[src/rtl/assert_macros.svh]
// Assertion macros shared by the RTL files that carry concurrent checks.
// Defining ASSERT_OFF removes every check and leaves the macros empty.
`ifndef ASSERT_MACROS_SVH
`define ASSERT_MACROS_SVH
`ifndef ASSERT_OFF
// Checks expr at every rising clock edge while reset is released.
`define ASSERT_CLK(lbl, clk, rst_n, expr, msg) \
    lbl: assert property (@(posedge clk) disable iff (!(rst_n)) (expr)) else $error(msg);
// Checks that cond implies expr at the same rising clock edge.
`define ASSERT_IMPL(lbl, clk, rst_n, cond, expr, msg) \
    lbl: assert property (@(posedge clk) disable iff (!(rst_n)) (cond) |-> (expr)) \
        else $error(msg);
// Checks that cond implies expr at the next rising clock edge.
`define ASSERT_NEXT(lbl, clk, rst_n, cond, expr, msg) \
    lbl: assert property (@(posedge clk) disable iff (!(rst_n)) (cond) |=> (expr)) \
        else $error(msg);
`else
`define ASSERT_CLK(lbl, clk, rst_n, expr, msg)
`define ASSERT_IMPL(lbl, clk, rst_n, cond, expr, msg)
`define ASSERT_NEXT(lbl, clk, rst_n, cond, expr, msg)
`endif
`endif

[src/rtl/gvfe_pkg.sv]
// Package of the GLL/VTG field extractor: character codes, fixed phase numbers,
// write target codes and the result structure. No dependencies.
`timescale 1ns / 1ps

package gvfe_pkg;

    // Characters the parser looks for.
    localparam logic [7:0] CH_DOLLAR = 8'h24;
    localparam logic [7:0] CH_COMMA  = 8'h2C;
    localparam logic [7:0] CH_DOT    = 8'h2E;
    localparam logic [7:0] CH_G      = 8'h47;
    localparam logic [7:0] CH_L      = 8'h4C;
    localparam logic [7:0] CH_N      = 8'h4E;
    localparam logic [7:0] CH_P      = 8'h50;
    localparam logic [7:0] CH_T      = 8'h54;
    localparam logic [7:0] CH_V      = 8'h56;

    // Fixed phase numbers.
    localparam logic [7:0] PH_IDLE     = 8'd0;
    localparam logic [7:0] PH_HEAD_P   = 8'd1;
    localparam logic [7:0] PH_HEAD_G   = 8'd2;
    localparam logic [7:0] PH_HEAD_L1  = 8'd3;
    localparam logic [7:0] PH_HEAD_L2  = 8'd4;
    localparam logic [7:0] PH_HEAD_CM  = 8'd5;
    localparam logic [7:0] PH_LAT      = 8'd20;
    localparam logic [7:0] PH_NS       = 8'd40;
    localparam logic [7:0] PH_NS_SEEN  = 8'd41;
    localparam logic [7:0] PH_NS_END   = 8'd45;
    localparam logic [7:0] PH_LON      = 8'd50;
    localparam logic [7:0] PH_EW       = 8'd70;
    localparam logic [7:0] PH_EW_SEEN  = 8'd71;
    localparam logic [7:0] PH_TIME     = 8'd75;
    localparam logic [7:0] PH_TIME_END = 8'd85;
    localparam logic [7:0] PH_VTG_T    = 8'd110;
    localparam logic [7:0] PH_VTG_G    = 8'd111;
    localparam logic [7:0] PH_SKIP     = 8'd112;
    localparam logic [7:0] PH_COMMA    = 8'd140;
    localparam logic [7:0] PH_SPEED    = 8'd141;
    localparam logic [7:0] PH_DONE     = 8'd160;

    typedef enum logic [2:0] {
        TGT_NONE = 3'd0,
        TGT_LAT  = 3'd1,
        TGT_NS   = 3'd2,
        TGT_LON  = 3'd3,
        TGT_EW   = 3'd4,
        TGT_TIME = 3'd5,
        TGT_SPD  = 3'd6
    } t_target;

    typedef struct packed {
        logic       fix_valid;
        logic       speed_clear;
        logic [7:0] write_char;
        logic [4:0] write_index;
        t_target    write_target;
        logic [7:0] phase;
    } t_result;

endpackage

[src/rtl/gvfe_in_stage.sv]
// Input register of the field extractor: holds one received character and its
// valid flag. Depends on nothing but the flow signals from the top level.
`timescale 1ns / 1ps

module gvfe_in_stage (
    input  logic       i_clk,
    input  logic       i_rst_n,
    input  logic       i_load,
    input  logic       i_drain,
    input  logic [7:0] i_char,
    output logic       o_valid,
    output logic [7:0] o_char
);

    logic       r_valid;
    logic       n_valid;
    logic [7:0] r_char;

    always_comb begin
        n_valid = r_valid;
        if (i_load) begin
            n_valid = 1'b1;
        end else if (i_drain) begin
            n_valid = 1'b0;
        end
    end

    always_ff @(posedge i_clk) begin
        if (!i_rst_n) begin
            r_valid <= 1'b0;
        end else begin
            r_valid <= n_valid;
        end
    end

    always_ff @(posedge i_clk) begin
        if (i_load) begin
            r_char <= i_char;
        end
    end

    assign o_valid = r_valid;
    assign o_char  = r_char;

endmodule

[src/rtl/gvfe_step.sv]
// Transition logic of the field extractor: from the current phase, fix flag and
// one character it forms the result item and next state. Uses gvfe_pkg.
`timescale 1ns / 1ps

module gvfe_step #(
    parameter int COORD_CHARS = 20,
    parameter int TIME_CHARS  = 10,
    parameter int SPEED_CHARS = 8
) (
    input  logic              [7:0] i_phase,
    input  logic                    i_fix,
    input  logic              [7:0] i_char,
    output gvfe_pkg::t_result       o_result
);

    localparam logic [7:0] LAT_END   = 8'(20 + COORD_CHARS);
    localparam logic [7:0] LON_END   = 8'(50 + COORD_CHARS);
    localparam logic [7:0] TIME_END  = 8'(75 + TIME_CHARS);
    localparam logic [7:0] SPEED_END = 8'(141 + SPEED_CHARS);

    logic [7:0] w_nxt;
    logic       w_is_comma;

    assign w_nxt      = i_phase + 8'd1;
    assign w_is_comma = (i_char == gvfe_pkg::CH_COMMA);

    always_comb begin
        o_result              = '0;
        o_result.write_target = gvfe_pkg::TGT_NONE;
        o_result.phase        = i_phase;
        o_result.fix_valid    = i_fix;
        priority if (i_char == gvfe_pkg::CH_DOLLAR) begin
            o_result.phase = gvfe_pkg::PH_IDLE;
        end else if (i_phase == gvfe_pkg::PH_IDLE) begin
            o_result.phase = (i_char == gvfe_pkg::CH_G) ? gvfe_pkg::PH_HEAD_P : gvfe_pkg::PH_IDLE;
        end else if (i_phase == gvfe_pkg::PH_HEAD_P) begin
            o_result.phase = (i_char == gvfe_pkg::CH_P) ? gvfe_pkg::PH_HEAD_G : gvfe_pkg::PH_IDLE;
        end else if (i_phase == gvfe_pkg::PH_HEAD_G) begin
            priority if (i_char == gvfe_pkg::CH_G) begin
                o_result.phase = gvfe_pkg::PH_HEAD_L1;
            end else if (i_char == gvfe_pkg::CH_V) begin
                o_result.phase = gvfe_pkg::PH_VTG_T;
            end else begin
                o_result.phase = gvfe_pkg::PH_IDLE;
            end
        end else if (i_phase == gvfe_pkg::PH_HEAD_L1) begin
            o_result.phase = (i_char == gvfe_pkg::CH_L) ? gvfe_pkg::PH_HEAD_L2 : gvfe_pkg::PH_IDLE;
        end else if (i_phase == gvfe_pkg::PH_HEAD_L2) begin
            o_result.phase = (i_char == gvfe_pkg::CH_L) ? gvfe_pkg::PH_HEAD_CM : gvfe_pkg::PH_IDLE;
        end else if (i_phase == gvfe_pkg::PH_HEAD_CM) begin
            o_result.phase = w_is_comma ? gvfe_pkg::PH_LAT : gvfe_pkg::PH_IDLE;
        end else if (i_phase >= gvfe_pkg::PH_LAT && i_phase < LAT_END) begin
            if (w_is_comma) begin
                // An empty latitude field marks the fix invalid.
                if (i_phase == gvfe_pkg::PH_LAT) begin
                    o_result.fix_valid = 1'b0;
                end
                o_result.phase = gvfe_pkg::PH_NS;
            end else begin
                o_result.write_target = gvfe_pkg::TGT_LAT;
                o_result.write_index  = 5'(i_phase - gvfe_pkg::PH_LAT);
                o_result.write_char   = i_char;
                o_result.phase        = (w_nxt == LAT_END) ? gvfe_pkg::PH_NS : w_nxt;
            end
        end else if (i_phase >= gvfe_pkg::PH_NS && i_phase < gvfe_pkg::PH_NS_END) begin
            if (w_is_comma) begin
                o_result.phase = gvfe_pkg::PH_LON;
            end else begin
                o_result.write_target = gvfe_pkg::TGT_NS;
                o_result.write_char   = i_char;
                o_result.phase        = gvfe_pkg::PH_NS_SEEN;
            end
        end else if (i_phase >= gvfe_pkg::PH_LON && i_phase < LON_END) begin
            if (w_is_comma) begin
                if (i_phase == gvfe_pkg::PH_LON) begin
                    o_result.fix_valid = 1'b0;
                end
                o_result.phase = gvfe_pkg::PH_EW;
            end else begin
                o_result.write_target = gvfe_pkg::TGT_LON;
                o_result.write_index  = 5'(i_phase - gvfe_pkg::PH_LON);
                o_result.write_char   = i_char;
                o_result.phase        = (w_nxt == LON_END) ? gvfe_pkg::PH_EW : w_nxt;
            end
        end else if (i_phase >= gvfe_pkg::PH_EW && i_phase < gvfe_pkg::PH_TIME) begin
            if (w_is_comma) begin
                o_result.phase = gvfe_pkg::PH_TIME;
            end else begin
                // Any hemisphere letter marks the fix valid again.
                o_result.write_target = gvfe_pkg::TGT_EW;
                o_result.write_char   = i_char;
                o_result.fix_valid    = 1'b1;
                o_result.phase        = gvfe_pkg::PH_EW_SEEN;
            end
        end else if (i_phase >= gvfe_pkg::PH_TIME && i_phase < TIME_END) begin
            if (i_char == gvfe_pkg::CH_DOT) begin
                o_result.phase = gvfe_pkg::PH_TIME_END;
            end else begin
                if (i_fix) begin
                    o_result.write_target = gvfe_pkg::TGT_TIME;
                    o_result.write_index  = 5'(i_phase - gvfe_pkg::PH_TIME);
                    o_result.write_char   = i_char;
                end
                o_result.phase = (w_nxt == TIME_END) ? gvfe_pkg::PH_TIME_END : w_nxt;
            end
        end else if (i_phase == gvfe_pkg::PH_VTG_T) begin
            o_result.phase = (i_char == gvfe_pkg::CH_T) ? gvfe_pkg::PH_VTG_G : gvfe_pkg::PH_IDLE;
        end else if (i_phase == gvfe_pkg::PH_VTG_G) begin
            o_result.phase = (i_char == gvfe_pkg::CH_G) ? gvfe_pkg::PH_SKIP : gvfe_pkg::PH_IDLE;
        end else if (i_phase >= gvfe_pkg::PH_SKIP && i_phase < gvfe_pkg::PH_COMMA) begin
            // The skip count runs into the comma check even without an 'N'.
            o_result.phase = (i_char == gvfe_pkg::CH_N) ? gvfe_pkg::PH_COMMA : w_nxt;
        end else if (i_phase == gvfe_pkg::PH_COMMA) begin
            if (w_is_comma) begin
                o_result.speed_clear = 1'b1;
                o_result.phase       = gvfe_pkg::PH_SPEED;
            end else begin
                o_result.phase = gvfe_pkg::PH_IDLE;
            end
        end else if (i_phase >= gvfe_pkg::PH_SPEED && i_phase < SPEED_END) begin
            if (w_is_comma) begin
                o_result.phase = gvfe_pkg::PH_DONE;
            end else begin
                o_result.write_target = gvfe_pkg::TGT_SPD;
                o_result.write_index  = 5'(i_phase - gvfe_pkg::PH_SPEED);
                o_result.write_char   = i_char;
                o_result.phase        = w_nxt;
            end
        end else begin
            o_result.phase = i_phase;
        end
    end

endmodule

[src/rtl/nmea_gll_vtg_field_extractor_unit.sv]
// Top level of the NMEA GLL/VTG field extractor: input stage, transition
// logic, parse state and result register. Uses gvfe_pkg, gvfe_in_stage, gvfe_step.
`timescale 1ns / 1ps
//
// The block takes one received character per item on the slave stream and
// returns one result item per character on the master stream. The result
// carries the parse phase after the character, at most one character write
// (target field, index, character), the speed clear strobe and the fix flag.
// The field buffers themselves are kept by the receiver of the results.
//
// A character is first held in an input register, then the transition logic
// works on it together with the phase and fix flag, and the result register
// takes the outcome while the state updates in the same edge. A result item is
// therefore offered once its character has passed the input register and
// reached the result register. One item per cycle is sustained while
// i_m_tready stays high; the phase and flag loop closes inside one stage.
//
// Synchronous reset (i_rst_n low) clears both stage valid flags, the phase to
// zero and the fix flag to invalid. When the receiver holds i_m_tready low, the
// result stays in place, one more character is held in the input register, and
// then o_s_tready drops until the result is taken.
//
`include "assert_macros.svh"

module nmea_gll_vtg_field_extractor_unit #(
    parameter int COORD_CHARS = 20,
    parameter int TIME_CHARS  = 10,
    parameter int SPEED_CHARS = 8
) (
    input  logic        i_clk,
    input  logic        i_rst_n,
    input  logic        i_s_tvalid,
    output logic        o_s_tready,
    // Fields from bit 0: rx_char[7:0].
    input  logic [7:0]  i_s_tdata,
    output logic        o_m_tvalid,
    input  logic        i_m_tready,
    // Fields from bit 0: phase[7:0], write_target[10:8], write_index[15:11],
    // write_char[23:16], speed_clear[24], fix_valid[25], zeros[31:26].
    output logic [31:0] o_m_tdata
);

    logic              w_s1_valid;
    logic [7:0]        w_s1_char;
    logic              w_out_free;
    logic              w_s1_move;
    logic              w_accept;
    gvfe_pkg::t_result w_step;

    logic              r_out_valid;
    logic              n_out_valid;
    gvfe_pkg::t_result r_out;
    logic [7:0]        r_phase;
    logic              r_fix;

    assign w_out_free = !r_out_valid || i_m_tready;
    assign w_s1_move  = w_s1_valid && w_out_free;
    assign o_s_tready = !w_s1_valid || w_out_free;
    assign w_accept   = i_s_tvalid && o_s_tready;

    gvfe_in_stage u_in (
        .i_clk   (i_clk),
        .i_rst_n (i_rst_n),
        .i_load  (w_accept),
        .i_drain (w_s1_move),
        .i_char  (i_s_tdata),
        .o_valid (w_s1_valid),
        .o_char  (w_s1_char)
    );

    gvfe_step #(
        .COORD_CHARS (COORD_CHARS),
        .TIME_CHARS  (TIME_CHARS),
        .SPEED_CHARS (SPEED_CHARS)
    ) u_step (
        .i_phase  (r_phase),
        .i_fix    (r_fix),
        .i_char   (w_s1_char),
        .o_result (w_step)
    );

    always_comb begin
        n_out_valid = r_out_valid;
        if (w_s1_move) begin
            n_out_valid = 1'b1;
        end else if (i_m_tready) begin
            n_out_valid = 1'b0;
        end
    end

    always_ff @(posedge i_clk) begin
        if (!i_rst_n) begin
            r_out_valid <= 1'b0;
            r_phase     <= gvfe_pkg::PH_IDLE;
            r_fix       <= 1'b0;
        end else begin
            r_out_valid <= n_out_valid;
            if (w_s1_move) begin
                r_phase <= w_step.phase;
                r_fix   <= w_step.fix_valid;
            end
        end
    end

    always_ff @(posedge i_clk) begin
        if (w_s1_move) begin
            r_out <= w_step;
        end
    end

    assign o_m_tvalid = r_out_valid;
    assign o_m_tdata  = {6'd0, r_out};

    // The parse state always matches the phase and flag of the last result.
    `ASSERT_IMPL(a_state_matches_out, i_clk, i_rst_n, r_out_valid,
        (r_phase == r_out.phase) && (r_fix == r_out.fix_valid),
        "parse state differs from the last result")
    // A result without a write carries zero index and character.
    `ASSERT_IMPL(a_no_write_zero, i_clk, i_rst_n,
        r_out_valid && (r_out.write_target == gvfe_pkg::TGT_NONE),
        (r_out.write_index == 5'd0) && (r_out.write_char == 8'd0),
        "write fields not zero without a write")
    // The speed clear strobe only comes with entry into speed capture.
    `ASSERT_IMPL(a_clear_phase, i_clk, i_rst_n, r_out_valid && r_out.speed_clear,
        (r_out.phase == gvfe_pkg::PH_SPEED) && (r_out.write_target == gvfe_pkg::TGT_NONE),
        "speed clear outside entry into speed capture")
    // A held character whose result cannot move stays held.
    `ASSERT_NEXT(a_s1_hold, i_clk, i_rst_n, w_s1_valid && !w_out_free,
        w_s1_valid && $stable(w_s1_char), "held character lost under stall")

endmodule
[config.mk]
export PLATFORM = sky130hd
export DESIGN_NAME = nmea_gll_vtg_field_extractor_unit
export DESIGN_NICKNAME = d
export VERILOG_FILES = /design/src/rtl/gvfe_pkg.sv /design/src/rtl/gvfe_in_stage.sv /design/src/rtl/gvfe_step.sv /design/src/rtl/nmea_gll_vtg_field_extractor_unit.sv
export VERILOG_INCLUDE_DIRS = /design/src /design/src/rtl
export SDC_FILE = /design/constraint.sdc
export NUM_CORES = 1
export LEC_CHECK = 0
export ABC_AREA = 1
export CORE_UTILIZATION = 35
export DETAILED_ROUTE_END_ITERATION = 12
export DONT_BUFFER_PORTS = 1
export PLACE_DENSITY = 0.6
export RECOVER_POWER = 25
export SETUP_SLACK_MARGIN = 0.05
export SLEW_MARGIN = 10
export SYNTH_ARGS = -nofsm -noshare
export SYNTH_HDL_FRONTEND = slang
export SYNTH_SLANG_ARGS = --single-unit
[constraint.sdc]
create_clock -name i_clk -period 3.3 [get_ports i_clk]
set_input_delay 0.825 -clock i_clk [delete_from_list [all_inputs] [get_ports i_clk]]
set_output_delay 0.825 -clock i_clk [all_outputs]
set_load 0.02 [all_outputs]
==> results.tsv <==
stage	metric	value	unit
status	run_status	complete, no violations	
flow_run	max-cap-violations	0	
timing	clock.fmax	336.1	MHz
finish	final.fill_count	1090	
critical_path	critPathMaxFanout	10	
logic_synthesis	synthAdderAreaFrac	0.05954	
finish	area.sequential	1241	µm²
floorplan	die_h	103.0	µm
logic_synthesis	synth_simple_gate_area_share	0.3363	
clocking	clkTransAtPathRegs	0.11	ns
global_route	grt_start_max_net_pins	17	
finish	multi_input_comb_area	1913	µm²
timing	final-hold-violation-count	0	
global_route	initial_antenna_violation_count	0	
logic_synthesis	ys_types	43	
finish	final_net_count	553	
critical_path	worstPathCellList	inv_1 -> ha_1 -> or2_1 -> a31oi_2 -> inv_2 -> nor2_2 -> inv_1 -> o21ai_1 -> nand2_1 -> nand2_1 -> inv_1	
logic_synthesis	synth-xor-area-share	0.01716	
logic_synthesis	synth.cell_area	3572	µm²
clocking	number_of_hold_buffers_added_after_cts	0	
clocking	cts_made_buffers	5	
drt	route.vias.total	3473	
critical_path	path_common_cell	sky130_fd_sc_hd__inv_1	
placement	detailedPlacementHpwl	9.122	mm
clocking	htree_num_levels	2	
critical_path	critical_path.slowest_cell	sky130_fd_sc_hd__dfxtp_1	
floorplan	floorplan.core_area	9819	µm²
pwr	comb_power_share	0.327	
pwr	cell_internal_pwr	1.083	mW
clocking	cts_repair_resize_count	0	
timing	fin_crit	2.976	ns
logic_synthesis	ys_warn_count	0	
floorplan	die_area	10610	µm²
pwr	vdd_ir_drop_max	194.1	µV
drt	routed_wl	11.55	mm
timing	grt_setup_unrepaired	false	
clocking	cts-root-buf	sky130_fd_sc_hd__clkbuf_8	
timing	fin_tns_setup	0	ns
drt	detail_route.drc_violations	0	
critical_path	cp_data_required_time	3.40	ns
worst_hold_path	min-delay-path-class	flop to flop	
drt	post_drt_via_cell_ratio	5.278	
pwr	power_frac_clock	0.260	
floorplan	start_util	0.3638	
pwr	netSwitchingPower	0.7272	mW
global_route	grt_pass1_wl	17.61	mm
timing	clock_skew_after_layout	0.01063	ns
drt	wl_per_cell	17.55	µm
floorplan	fp.dieW	103.0	µm
timing	finalSetupViolCount	0	
placement	gpl.final_weighted_congestion	1.002	
clocking	numClockSinks	45	
critical_path	crit_path_max_incr_delay	0.59	ns
pwr	switching_share	0.4018	
finish	signed_area_change_from_the_synthesized_netlist_to_the_final_layout	8.721	%
critical_path	worstPathArrival	3.07	ns
timing	worstMarginPinSlew	0.5611	ns
critical_path	critical_path.endpoint_type	flop	
logic_synthesis	synth_cells	511	
placement	port_buffers	0	
pwr	power.density	466.0	nW/µm²
drt	drt_iter0_drc	250	
timing	relative_slew_slack	0.6250	
clocking	postCtsSetupRepairBufs	0	
critical_path	crit_type	flop to flop	
clocking	clock_insertion_delay_worst_skew	0.32	ns
finish	final_common_cell	sky130_fd_sc_hd__nand2_1	
logic_synthesis	flop_and_latch_count_out_of_synthesis	45	
global_route	gr-usage-all-layers	0.2278	
pwr	leakagePower	1.910	nW
global_route	grt_pass1_vias	3175	
timing	fin_crit_sh	0.9017	
logic_synthesis	yosys-mux-area-fraction	0	
floorplan	site_row_count	36	
critical_path	timing.critical_path.max_delay_family	compound AO/OA/AOI/OAI gates	
global_route	grt_overflow	0	
drt	drt_pre_antenna_iters	5	
finish	commonest_cells_after_routing_fill_and_taps_aside	sky130_fd_sc_hd__nand2_1, sky130_fd_sc_hd__inv_1, sky130_fd_sc_hd__nor2_1	
logic_synthesis	ys_seq_area_frac	0.3475	
clocking	clockBufferDepth	2	
logic_synthesis	synth_compound_area_frac	0.1163	
timing	maxSlewViolCount	0	
critical_path	startpoint_class_of_the_critical_path	flop	
critical_path	path_buf_inv	4	
logic_synthesis	syn_area_per_cell	6.991	µm²
floorplan	boundary_pins	46	
timing	hold_slack	0.5687	ns
clocking	cts_tree	built	
pwr	p_seq_frac	0.412	
drt	postRouteAntennaNets	0	
logic_synthesis	main_combinational_cell_family_by_area_after_synthesis	simple AND/OR/NAND/NOR gates	
finish	antenna-diode-count	0	
finish	drive_above_1_share	0.1219	
-- tightest hold or removal path, stage by stage, from the launching register on --
cell and delay, ns:
sky130_fd_sc_hd__dfxtp_1 0.34, sky130_fd_sc_hd__o21ai_0 0.15, sky130_fd_sc_hd__a21oi_1 0.04
-- routing by layer --
layer / routed length (µm) / global-route usage / share of wire
met5: 0 / 0 / 0
met4: 362 / 0.09317 / 0.031
met3: 966 / 0.03458 / 0.084
met2: 5254 / 0.3677 / 0.45
met1: 4964 / 0.3042 / 0.43
-- layout make-up --
class,count,area share
Clock buffer,5,0.01772
Clock inverter,3,0.01224
Inverter,94,0.09182
Multi-Input combinational cell,366,0.4926
Sequential cell,45,0.3196
Tap cell,133,0.04285
Timing Repair Buffer,12,0.02320
-- flip-flops by register name (all words and copies together) (netlist names) --
name and flops:
u_in.o_char 8, r_fix 1, u_in.o_valid 1, o_m_tvalid 1, o_m_tdata 26, r_phase 8
-- stage by stage --
| stage | total power, mW | std cells | setup WS (ns) | util | area, µm² |
|---|---|---|---|---|---|
| 4_1_cts | 1.802 | 658 | 0.3548 | 0.3955 | 3884 |
| 3_3_place_gp | 1.346 | 650 | 0.3738 | 0.3837 | 3767 |
| 5_1_grt | 1.895 | 658 | 0.1235 | 0.3955 | 3884 |
| 2_1_floorplan | 1.166 | 516 | 0.8278 | - | 3591 |
| 3_5_place_dp | 1.337 | 650 | 0.3493 | 0.3837 | 3767 |
| 6_report | 1.810 | 658 | 0.3243 | 0.3955 | 3884 |
-- cell families (layout without fill, tap and decap cells) --
logic type	after synthesis	after routing
AO/OA/AOI/OAI	75	75
XOR/XNOR	7	7
adder cells (fa/ha/maj)	17	17
buffers and inverters	105	114
flip-flops	45	45
other	1	6
AND/OR/NAND/NOR	261	261
-- cells in the mapped netlist, drive strengths merged --
library cell | instances | area [µm²]
nand2 | 141 | 581.8
inv | 93 | 351.6
nor2 | 54 | 242.7
nand3 | 35 | 180.2
edfxtp | 34 | 1021
o21ai | 31 | 155.2
a21oi | 28 | 140.1
ha | 17 | 212.7
nor3 | 14 | 85.08
dfxtp | 11 | 220.2
buf | 10 | 76.32
nand4 | 8 | 50.05
a31oi | 7 | 50.05
xor2 | 7 | 61.31
or2 | 4 | 25.02
a21boi | 2 | 15.02
nand3b | 2 | 15.01
nor4 | 2 | 12.51
a211oi | 1 | 7.510
a41oi | 1 | 8.760
and2 | 1 | 8.760
clkbuf | 1 | 3.750
clkinv | 1 | 5.000
conb | 1 | 3.750
o2111ai | 1 | 8.760
o211ai | 1 | 7.510
o22ai | 1 | 6.260
o311ai | 1 | 8.760
o31ai | 1 | 7.510
-- final timing paths --
path                            slack (ns)  startpoint      endpoint  cells after the start
worst max register to register        0.32  r_phase[2]  o_m_tdata[5]                     11
worst max-delay path                  0.32  r_phase[2]  o_m_tdata[5]                     11
worst min-delay path                  0.57       r_fix         r_fix                      2
worst min register to register        0.57       r_fix         r_fix                      2
-- power by group through the flow --
stage               clock network, mW  registers, mW  logic (mW)
global route                    0.490          0.753       0.652
CTS                             0.477          0.748       0.578
floorplan                           0          0.746       0.420
global placement                    0          0.760       0.586
detailed placement                  0          0.760       0.577
finish                          0.471          0.747       0.592
Power figures use the tool's default switching activity.
